File: config.mk
export PLATFORM = sky130hd
export DESIGN_NAME = bandwidth_sample_statistics
export DESIGN_NICKNAME = d
export VERILOG_FILES = /design/src/rtl/core/bss_pkg.sv /design/src/rtl/core/bss_queue.sv /design/src/rtl/core/bss_divider.sv /design/src/rtl/core/bss_front.sv /design/src/rtl/core/bss_back.sv /design/src/rtl/core/bandwidth_sample_statistics.sv
export SDC_FILE = /design/constraint.sdc
export NUM_CORES = 2
export LEC_CHECK = 0
export BUFFER_PORTS_ARGS = -buffer_cell sky130_fd_sc_hd__buf_2
export CORE_ASPECT_RATIO = 0.9
export CORE_MARGIN = 2
export CORE_UTILIZATION = 25
export DETAILED_ROUTE_END_ITERATION = 7
export PLACE_DENSITY_LB_ADDON = 0.15
export SYNTH_ARGS = -nofsm -noshare
export SYNTH_HDL_FRONTEND = slang
export SYNTH_HIERARCHICAL = 1
export SYNTH_SLANG_ARGS = --single-unit
File: constraint.sdc
create_clock -name clock -period 14.1 [get_ports clock]
set_input_delay 2.82 -clock clock [delete_from_list [all_inputs] [get_ports clock]]
set_output_delay 2.82 -clock clock [all_outputs]
set_load 0.02 [all_outputs]
File: src/rtl/core/bss_pkg.sv
// Shared widths, constants and transfer types for bandwidth sample statistics.
package bss_pkg;

   localparam int TS_W     = 48;
   localparam int BW_W     = 32;
   localparam int REL_W    = 49;
   localparam int TOTAL_W  = 48;
   localparam int COUNT_W  = 32;

   // 100 percent in Q24.8
   localparam int PERCENT_SCALE = 25600;

   typedef struct packed {
      logic signed [REL_W-1:0] relative_time;
      logic [BW_W-1:0]         bandwidth;
      logic [BW_W-1:0]         difference;
      logic [BW_W-1:0]         previous;
      logic                    first;
      logic [TOTAL_W-1:0]      difference_total;
      logic [COUNT_W-1:0]      count;
   } job_type;

   typedef struct packed {
      logic signed [REL_W-1:0] relative_time;
      logic [BW_W-1:0]         sample_echo;
      logic [BW_W-1:0]         window_mean;
      logic [BW_W-1:0]         step_difference;
      logic [BW_W-1:0]         step_percent;
      logic                    percent_invalid;
      logic [BW_W-1:0]         mean_difference;
      logic [TOTAL_W-1:0]      difference_total;
   } result_type;

endpackage

File: src/rtl/core/bss_queue.sv
// Small register queue with push/full and pop/empty sides.
module bss_queue #(
   parameter int WIDTH = 8,
   parameter int DEPTH = 2,
   localparam int PTR_W = $clog2(DEPTH),
   localparam int CNT_W = $clog2(DEPTH + 1)
) (
   input  logic             clock,
   input  logic             reset,
   input  logic             push,
   input  logic [WIDTH-1:0] push_data,
   output logic             full,
   input  logic             pop,
   output logic [WIDTH-1:0] pop_data,
   output logic             empty
);

   logic [WIDTH-1:0] mem_ff [DEPTH];
   logic [PTR_W-1:0] head_ff, head_in, tail_ff, tail_in;
   logic [CNT_W-1:0] count_ff, count_in;
   logic             do_push, do_pop;

   assign full     = (count_ff == CNT_W'(DEPTH));
   assign empty    = (count_ff == '0);
   assign do_push  = push && !full;
   assign do_pop   = pop && !empty;
   assign pop_data = mem_ff[head_ff];

   always_comb begin
      head_in  = head_ff;
      tail_in  = tail_ff;
      count_in = count_ff;
      if (do_push) begin
         tail_in = (tail_ff == PTR_W'(DEPTH - 1)) ? '0 : tail_ff + 1'b1;
      end
      if (do_pop) begin
         head_in = (head_ff == PTR_W'(DEPTH - 1)) ? '0 : head_ff + 1'b1;
      end
      case ({do_push, do_pop})
         2'b10:   count_in = count_ff + 1'b1;
         2'b01:   count_in = count_ff - 1'b1;
         default: count_in = count_ff;
      endcase
   end

   always_ff @(posedge clock) begin
      if (reset) begin
         head_ff  <= '0;
         tail_ff  <= '0;
         count_ff <= '0;
      end else begin
         head_ff  <= head_in;
         tail_ff  <= tail_in;
         count_ff <= count_in;
      end
   end

   always_ff @(posedge clock) begin
      if (do_push) begin
         mem_ff[tail_ff] <= push_data;
      end
   end

endmodule

File: src/rtl/core/bss_divider.sv
// Restoring divider, one quotient bit per cycle.
module bss_divider #(
   parameter int N_W = 48,
   parameter int D_W = 32,
   localparam int CNT_W = $clog2(N_W + 1)
) (
   input  logic           clock,
   input  logic           reset,
   input  logic           start,
   input  logic [N_W-1:0] dividend,
   input  logic [D_W-1:0] divisor,
   output logic           busy,
   output logic [N_W-1:0] quotient
);

   logic             busy_ff, busy_in;
   logic [CNT_W-1:0] cnt_ff, cnt_in;
   logic [D_W-1:0]   rem_ff, rem_in, den_ff, den_in;
   logic [N_W-1:0]   quo_ff, quo_in;
   logic [D_W:0]     trial, reduced;
   logic             fits;

   assign trial    = {rem_ff, quo_ff[N_W-1]};
   assign reduced  = trial - {1'b0, den_ff};
   assign fits     = (trial >= {1'b0, den_ff});
   assign busy     = busy_ff;
   assign quotient = quo_ff;

   always_comb begin
      busy_in = busy_ff;
      cnt_in  = cnt_ff;
      rem_in  = rem_ff;
      den_in  = den_ff;
      quo_in  = quo_ff;
      if (start) begin
         busy_in = 1'b1;
         cnt_in  = CNT_W'(N_W);
         rem_in  = '0;
         den_in  = divisor;
         quo_in  = dividend;
      end else if (busy_ff) begin
         rem_in  = fits ? reduced[D_W-1:0] : trial[D_W-1:0];
         quo_in  = {quo_ff[N_W-2:0], fits};
         cnt_in  = cnt_ff - 1'b1;
         busy_in = (cnt_ff != CNT_W'(1));
      end
   end

   always_ff @(posedge clock) begin
      if (reset) begin
         busy_ff <= 1'b0;
         cnt_ff  <= '0;
      end else begin
         busy_ff <= busy_in;
         cnt_ff  <= cnt_in;
      end
   end

   always_ff @(posedge clock) begin
      rem_ff <= rem_in;
      den_ff <= den_in;
      quo_ff <= quo_in;
   end

endmodule

File: src/rtl/core/bss_front.sv
// Front end: takes samples, keeps window and difference state, forms a job.
module bss_front #(
   parameter int WINDOW_LENGTH = 5,
   localparam int SUM_W  = 32 + $clog2(WINDOW_LENGTH),
   localparam int DIV_W  = $clog2(WINDOW_LENGTH + 1),
   localparam int SLOT_W = (WINDOW_LENGTH > 1) ? $clog2(WINDOW_LENGTH) : 1
) (
   input  logic                        clock,
   input  logic                        reset,
   input  logic                        csr_write_enable,
   input  logic [bss_pkg::TS_W-1:0]    csr_write_data,
   input  logic                        accept,
   input  logic [bss_pkg::TS_W-1:0]    timestamp,
   input  logic [bss_pkg::BW_W-1:0]    bandwidth,
   output bss_pkg::job_type            job,
   output logic [SUM_W-1:0]            window_sum,
   output logic [DIV_W-1:0]            window_divisor
);

   logic [bss_pkg::TS_W-1:0]    tmin_ff;
   logic [bss_pkg::BW_W-1:0]    win_ff [WINDOW_LENGTH];
   logic [SLOT_W-1:0]           slot_ff, slot_in;
   logic [SUM_W-1:0]            wsum_ff, wsum_in;
   logic [bss_pkg::COUNT_W-1:0] count_ff, count_in;
   logic [bss_pkg::BW_W-1:0]    prev_ff;
   logic [bss_pkg::TOTAL_W-1:0] dsum_ff, dsum_in;
   logic [bss_pkg::TOTAL_W:0]   dsum_wide;
   logic [bss_pkg::BW_W-1:0]    diff;
   logic                        first;

   assign first    = (count_ff == '0);
   assign wsum_in  = wsum_ff - SUM_W'(win_ff[slot_ff]) + SUM_W'(bandwidth);
   assign slot_in  = (slot_ff == SLOT_W'(WINDOW_LENGTH - 1)) ? '0 : slot_ff + 1'b1;
   assign count_in = (count_ff == '1) ? count_ff : count_ff + 1'b1;

   always_comb begin
      if (first) begin
         diff = '0;
      end else if (bandwidth >= prev_ff) begin
         diff = bandwidth - prev_ff;
      end else begin
         diff = prev_ff - bandwidth;
      end
   end

   assign dsum_wide = {1'b0, dsum_ff} + (bss_pkg::TOTAL_W + 1)'(diff);
   assign dsum_in   = dsum_wide[bss_pkg::TOTAL_W] ? '1 : dsum_wide[bss_pkg::TOTAL_W-1:0];

   always_comb begin
      if (count_in < bss_pkg::COUNT_W'(WINDOW_LENGTH)) begin
         window_divisor = DIV_W'(count_in);
      end else begin
         window_divisor = DIV_W'(WINDOW_LENGTH);
      end
   end

   assign window_sum           = wsum_in;
   assign job.relative_time    = $signed({1'b0, timestamp} - {1'b0, tmin_ff});
   assign job.bandwidth        = bandwidth;
   assign job.difference       = diff;
   assign job.previous         = prev_ff;
   assign job.first            = first;
   assign job.difference_total = dsum_in;
   assign job.count            = count_in;

   always_ff @(posedge clock) begin
      if (reset) begin
         tmin_ff  <= '0;
         slot_ff  <= '0;
         wsum_ff  <= '0;
         count_ff <= '0;
         prev_ff  <= '0;
         dsum_ff  <= '0;
         for (int k = 0; k < WINDOW_LENGTH; k++) begin
            win_ff[k] <= '0;
         end
      end else begin
         if (csr_write_enable) begin
            tmin_ff <= csr_write_data;
         end
         if (accept) begin
            win_ff[slot_ff] <= bandwidth;
            slot_ff         <= slot_in;
            wsum_ff         <= wsum_in;
            count_ff        <= count_in;
            prev_ff         <= bandwidth;
            dsum_ff         <= dsum_in;
         end
      end
   end

endmodule

File: src/rtl/core/bss_back.sv
// Back end: runs the three divisions of a job and builds the result.
module bss_back #(
   parameter int WINDOW_LENGTH = 5,
   localparam int SUM_W = 32 + $clog2(WINDOW_LENGTH),
   localparam int DIV_W = $clog2(WINDOW_LENGTH + 1)
) (
   input  logic                clock,
   input  logic                reset,
   input  logic                job_empty,
   output logic                job_pop,
   input  bss_pkg::job_type    job,
   input  logic [SUM_W-1:0]    window_sum,
   input  logic [DIV_W-1:0]    window_divisor,
   input  logic                result_full,
   output logic                result_push,
   output bss_pkg::result_type result
);

   localparam logic ST_IDLE = 1'b0;
   localparam logic ST_RUN  = 1'b1;

   logic                        state_ff, state_in;
   bss_pkg::job_type            hold_ff;
   logic [bss_pkg::TOTAL_W-1:0] pct_dividend, pct_q, mean_q;
   logic [SUM_W-1:0]            win_q;
   logic                        pct_busy, mean_busy, win_busy, all_done;

   function automatic logic [bss_pkg::BW_W-1:0] sat32(input logic [bss_pkg::TOTAL_W-1:0] v);
      sat32 = (v[bss_pkg::TOTAL_W-1:bss_pkg::BW_W] != '0) ? '1 : v[bss_pkg::BW_W-1:0];
   endfunction

   assign job_pop      = (state_ff == ST_IDLE) && !job_empty;
   assign pct_dividend = bss_pkg::TOTAL_W'(job.difference)
                       * bss_pkg::TOTAL_W'(bss_pkg::PERCENT_SCALE);
   assign all_done     = !pct_busy && !mean_busy && !win_busy;
   assign result_push  = (state_ff == ST_RUN) && all_done && !result_full;

   bss_divider #(.N_W(bss_pkg::TOTAL_W), .D_W(bss_pkg::BW_W)) u_pct_div (
      .clock    (clock),
      .reset    (reset),
      .start    (job_pop),
      .dividend (pct_dividend),
      .divisor  (job.previous),
      .busy     (pct_busy),
      .quotient (pct_q)
   );

   bss_divider #(.N_W(bss_pkg::TOTAL_W), .D_W(bss_pkg::COUNT_W)) u_mean_div (
      .clock    (clock),
      .reset    (reset),
      .start    (job_pop),
      .dividend (job.difference_total),
      .divisor  (job.count),
      .busy     (mean_busy),
      .quotient (mean_q)
   );

   bss_divider #(.N_W(SUM_W), .D_W(DIV_W)) u_win_div (
      .clock    (clock),
      .reset    (reset),
      .start    (job_pop),
      .dividend (window_sum),
      .divisor  (window_divisor),
      .busy     (win_busy),
      .quotient (win_q)
   );

   always_comb begin
      result.relative_time    = hold_ff.relative_time;
      result.sample_echo      = hold_ff.bandwidth;
      result.window_mean      = win_q[bss_pkg::BW_W-1:0];
      result.step_difference  = hold_ff.difference;
      result.difference_total = hold_ff.difference_total;
      if (hold_ff.first) begin
         result.step_percent    = '0;
         result.percent_invalid = 1'b0;
         result.mean_difference = '0;
      end else begin
         result.mean_difference = sat32(mean_q);
         if (hold_ff.previous == '0) begin
            result.step_percent    = '1;
            result.percent_invalid = 1'b1;
         end else begin
            result.step_percent    = sat32(pct_q);
            result.percent_invalid = 1'b0;
         end
      end
   end

   always_comb begin
      state_in = state_ff;
      case (state_ff)
         ST_IDLE: if (job_pop) state_in = ST_RUN;
         ST_RUN:  if (result_push) state_in = ST_IDLE;
         default: state_in = ST_IDLE;
      endcase
   end

   always_ff @(posedge clock) begin
      if (reset) begin
         state_ff <= ST_IDLE;
      end else begin
         state_ff <= state_in;
      end
   end

   always_ff @(posedge clock) begin
      if (job_pop) begin
         hold_ff <= job;
      end
   end

endmodule

File: src/rtl/core/bandwidth_sample_statistics.sv
// Top level of the bandwidth sample statistics block.
//
// One transfer in (timestamp, Q24.8 bandwidth) gives one transfer out with
// the relative time, the windowed mean, the step difference and its percent,
// and the running difference total and mean. The front end updates all
// running state in the cycle a sample is pushed and hands a job to a short
// queue, so JOB_DEPTH samples can be pushed back to back. The back end takes
// one job at a time and runs three serial dividers side by side; the 48-bit
// dividend of the percent and mean-difference divisions sets the pace: a pop,
// one divide step per dividend bit, a push that waits while the result queue
// is full. Results wait in a queue of RESULT_DEPTH entries. The user must
// write the time base subtracted from every timestamp, through
// csr_write_enable/csr_write_data, only while idle; the block does not check.
module bandwidth_sample_statistics #(
   parameter int WINDOW_LENGTH = 5,
   parameter int JOB_DEPTH     = 2,
   parameter int RESULT_DEPTH  = 2
) (
   input  logic                                clock,
   input  logic                                reset,
   // input transfers
   input  logic                                req_push,
   output logic                                req_full,
   input  logic [bss_pkg::TS_W-1:0]            req_timestamp,
   input  logic [bss_pkg::BW_W-1:0]            req_bandwidth,
   // result transfers
   output logic                                rsp_empty,
   input  logic                                rsp_pop,
   output logic signed [bss_pkg::REL_W-1:0]    rsp_relative_time,
   output logic [bss_pkg::BW_W-1:0]            rsp_sample_echo,
   output logic [bss_pkg::BW_W-1:0]            rsp_window_mean,
   output logic [bss_pkg::BW_W-1:0]            rsp_step_difference,
   output logic [bss_pkg::BW_W-1:0]            rsp_step_percent,
   output logic                                rsp_percent_invalid,
   output logic [bss_pkg::BW_W-1:0]            rsp_mean_difference,
   output logic [bss_pkg::TOTAL_W-1:0]         rsp_difference_total,
   // configuration
   input  logic                                csr_write_enable,
   input  logic [bss_pkg::TS_W-1:0]            csr_write_data
);

   localparam int SUM_W   = 32 + $clog2(WINDOW_LENGTH);
   localparam int DIV_W   = $clog2(WINDOW_LENGTH + 1);
   localparam int JOB_W   = $bits(bss_pkg::job_type);
   localparam int ENTRY_W = JOB_W + SUM_W + DIV_W;
   localparam int RES_W   = $bits(bss_pkg::result_type);

   // front -> job queue
   bss_pkg::job_type     front_job;
   logic [SUM_W-1:0]     front_sum;
   logic [DIV_W-1:0]     front_div;
   logic                 accept;

   // job queue -> back
   logic [ENTRY_W-1:0]   head_entry;
   bss_pkg::job_type     back_job;
   logic [SUM_W-1:0]     back_sum;
   logic [DIV_W-1:0]     back_div;
   logic                 job_empty, job_pop;

   // back -> result queue
   bss_pkg::result_type  back_result, rsp_result;
   logic [RES_W-1:0]     rsp_bits;
   logic                 result_full, result_push;

   assign accept = req_push && !req_full;

   bss_front #(.WINDOW_LENGTH(WINDOW_LENGTH)) u_front (
      .clock            (clock),
      .reset            (reset),
      .csr_write_enable (csr_write_enable),
      .csr_write_data   (csr_write_data),
      .accept           (accept),
      .timestamp        (req_timestamp),
      .bandwidth        (req_bandwidth),
      .job              (front_job),
      .window_sum       (front_sum),
      .window_divisor   (front_div)
   );

   bss_queue #(.WIDTH(ENTRY_W), .DEPTH(JOB_DEPTH)) u_job_queue (
      .clock     (clock),
      .reset     (reset),
      .push      (req_push),
      .push_data ({front_job, front_sum, front_div}),
      .full      (req_full),
      .pop       (job_pop),
      .pop_data  (head_entry),
      .empty     (job_empty)
   );

   assign back_job = bss_pkg::job_type'(head_entry[ENTRY_W-1 -: JOB_W]);
   assign back_sum = head_entry[DIV_W +: SUM_W];
   assign back_div = head_entry[DIV_W-1:0];

   bss_back #(.WINDOW_LENGTH(WINDOW_LENGTH)) u_back (
      .clock          (clock),
      .reset          (reset),
      .job_empty      (job_empty),
      .job_pop        (job_pop),
      .job            (back_job),
      .window_sum     (back_sum),
      .window_divisor (back_div),
      .result_full    (result_full),
      .result_push    (result_push),
      .result         (back_result)
   );

   bss_queue #(.WIDTH(RES_W), .DEPTH(RESULT_DEPTH)) u_result_queue (
      .clock     (clock),
      .reset     (reset),
      .push      (result_push),
      .push_data (back_result),
      .full      (result_full),
      .pop       (rsp_pop),
      .pop_data  (rsp_bits),
      .empty     (rsp_empty)
   );

   assign rsp_result           = bss_pkg::result_type'(rsp_bits);
   assign rsp_relative_time    = rsp_result.relative_time;
   assign rsp_sample_echo      = rsp_result.sample_echo;
   assign rsp_window_mean      = rsp_result.window_mean;
   assign rsp_step_difference  = rsp_result.step_difference;
   assign rsp_step_percent     = rsp_result.step_percent;
   assign rsp_percent_invalid  = rsp_result.percent_invalid;
   assign rsp_mean_difference  = rsp_result.mean_difference;
   assign rsp_difference_total = rsp_result.difference_total;

endmodule

==> metrics <==
slowest stage cell, crit path nor3b_1; hold-fix buffers at CTS 0; clk buf depth 4; internal power 0.0163 W; cell area after synthesis 95400 um^2; Final nets around 8.0k; Design Area, Final around 110000 um^2; Combinational Power Share 0.421; pin count of the biggest net entering global routing about 130; non-filler instance count after layout 12.8k; post-CTS setup buffer count 0; Slew HR 0.187; Core Util, Final 0.287; Synth Register Bits 1992; Total Wirelength 283 mm; Main synth FF type edfxtp_1; RSZ-0062 raised after global routing false; grt ovf 0; post-synth top area cell edfxtp_1; VDD IR max around 0.18 mV; Post-synth ARST share 0; sw power approximately 0.010 W; CTS tree built; number of I/O pins 393; Tightest Pin Transition ~1.2 ns; Ys Warns 6; final HPWL from detailed placement around 200 mm; Max Slew Vio Count 0; post-placement cell count 12.3k; kind of critical path in -> reg; Initial Util 0.251; Core Area around 380000 um^2; clock network fraction of total power 0.226; status complete, no violations; DR iter-0 viols 3868; most frequent cell after synthesis edfxtp_1; clk root buf clkbuf_16; Total GRT Usage 0.142; Max stage delay on crit path roughly 0.84 ns; Die Ht between 500 and 600 um; routed vias approximately 58k; Port Buf Inserts between 300 and 400; fmax 0.0990 GHz; max-cap viol count 0; share of the synthesized area in the top cell type 0.533; row cnt 215; Clock Latency Late Sink approximately 0.94 ns; wire length per cell 22.1 um; worst hold path class reg -> reg; Synth area leaders edfxtp_1 (53%), mux2_2 (8.2%), dfxtp_1 (6.3%); sequential share of power 0.353; PostCTS Resize Cnt 0; crit end category flip-flop; Switching Share 0.387; Post-synth EDFFs between 1.5k and 2k; Die ar. around 390000 um^2; Die Wd between 600 and 700 um; Leak Pwr just under 40 nW; depth of the most critical reg-to-reg path 26; Final ANT Viol Nets 0; drt first pass iters 5; GP Congestion around 0.85; final hold vios 0; wire length of the first global-routing pass 410 mm; Power Dens Cells approximately 240 nW/um^2; part of the Yosys area used for sequential elements 0.596; Synth top cells by count edfxtp_1 (1692), mux2_2 (693), nor2_1 (530); H-Tree Depth 4; peak fanout along the critical path 37; Netlist cell types 110; total CTS buffers 234; Avg Inst Size Synth roughly 13 um^2; vias in the first global route 58.1k; Worst setup SP type primary input; worst path required time 14.88 ns; Clk pin slew, worst setup/hold paths approximately 0.060 ns; DRC 0; Placed Area between 100000 and 150000 um^2; crit path DAT 10.88 ns; minimum clock period about 10 ns; cell count along the critical path 26; cell family with most CP delay compound AO/OA/AOI/OAI gates; DR vias/cell approximately 4.5; final setup vio count 0; CP bufs+invs 5; Final period util 0.716; layout cell share with drive strength beyond 1 0.219; initial antenna violation count 33; Hold Path Depth 0; Area Overhead vs Synth 14.4%; Setup TNS 0 ns; clk sinks approximately 2.0k; clk_skew about 0.075 ns; Syn Inst Count roughly 7.3k
-- worst register-to-register path: cells and delay by family, from the launching register on --
| kind | cells | cell delay, ns |
|---|---|---|
| adder cells (fa/ha/maj) | 3 | 0.89 |
| AND/OR/NAND/NOR | 9 | 2.70 |
| flip-flops | 1 | 0.42 |
| AO/OA/AOI/OAI | 10 | 2.77 |
| buffers and inverters | 4 | 1.18 |
-- final timing paths --
| path | from | to | slack, ns |
|---|---|---|---|
| worst min register to register | u_back/result[2] | u_result_queue/mem_ff[1][2] | 0.41 |
| worst min-delay path | u_back/result[2] | u_result_queue/mem_ff[1][2] | 0.41 |
| worst max-delay path | req_bandwidth[5] | u_front/dsum_ff[14] | 4.00 |
| worst max register to register | u_front/prev_ff[0] | u_front/dsum_ff[14] | 6.01 |
-- through the flow --
stage	setup slack (ns)	hold WS, ns	power, W
after floorplan	0.560	0.441	0.0177
after global placement	3.06	0.423	0.0208
after detailed placement	3.12	0.430	0.0208
after CTS	4.13	0.428	0.0270
after global routing	3.42	0.441	0.0284
final	4.00	0.411	0.0265
-- flip-flops by register name (all words and copies together), names as in the netlist, 33 cells and up, named ones only --
signal / count
u_job_queue/mem_ff: 528
u_back/result: 161
u_back/u_mean_div/quotient: 48
u_front/tmin_ff: 48
u_front/wsum_ff: 35
u_front/win_ff: 256
u_back/hold_ff: 33
u_result_queue/mem_ff: 516
u_front/dsum_ff: 48
u_back/u_pct_div/quotient: 48
u_back/u_win_div/quotient: 35
-- routing by layer --
| metal | up-vias | wire length (um) | track usage |
|---|---|---|---|
| met1 | 28894 | 136000 | 0.205 |
| met4 | 20 | 8540 | 0.0425 |
| li1 | 27004 | - | - |
| met5 | - | 128 | 0 |
| met3 | 382 | 14700 | 0.0245 |
| met2 | 1420 | 123000 | 0.218 |
-- power by group through the flow --
stage	clock, W	combinational (W)	sequential (W)
floorplan	0	0.00818	0.00947
global placement	0	0.0113	0.00948
detailed placement	0	0.0113	0.00951
CTS	0.00624	0.0114	0.00940
global route	0.00645	0.0124	0.00954
finish	0.00599	0.0112	0.00937
-- area by class of cell --
cell class	count	area (um^2)
multi-input combinational	4235	33700
tap	5099	6380
antenna	8	20.0
sequential	1992	56800
inverter	522	1970
clock buffer	303	6270
timing repair buffer	473	2660
fill	38802	271000
clock inverter	131	1270
-- kinds of logic after synthesis --
group | count (synthesis) | synth area share
AO/OA/AOI/OAI | 1067 | 0.0730
flip-flops | 1992 | 0.596
XOR/XNOR | 304 | 0.0279
AND/OR/NAND/NOR | 1509 | 0.0758
multiplexers | 921 | 0.114
other | 1 | 0.0000393
buffers and inverters | 1073 | 0.0528
adder cells (fa/ha/maj) | 423 | 0.0607
-- layout by cell type, fill, tap and decap left out, types with 175 or more instances in the layout --
cell type  instances
edfxtp_1        1692
mux2_2           693
nor2_1           523
inv_1            515
buf_2            390
ha_1             357
a21oi_1          331
nand2_1          300
dfxtp_1          292
clkbuf_16        235
nor3_1           189
xnor2_1          175
No activity file was read; power rests on OpenSTA's default activity.
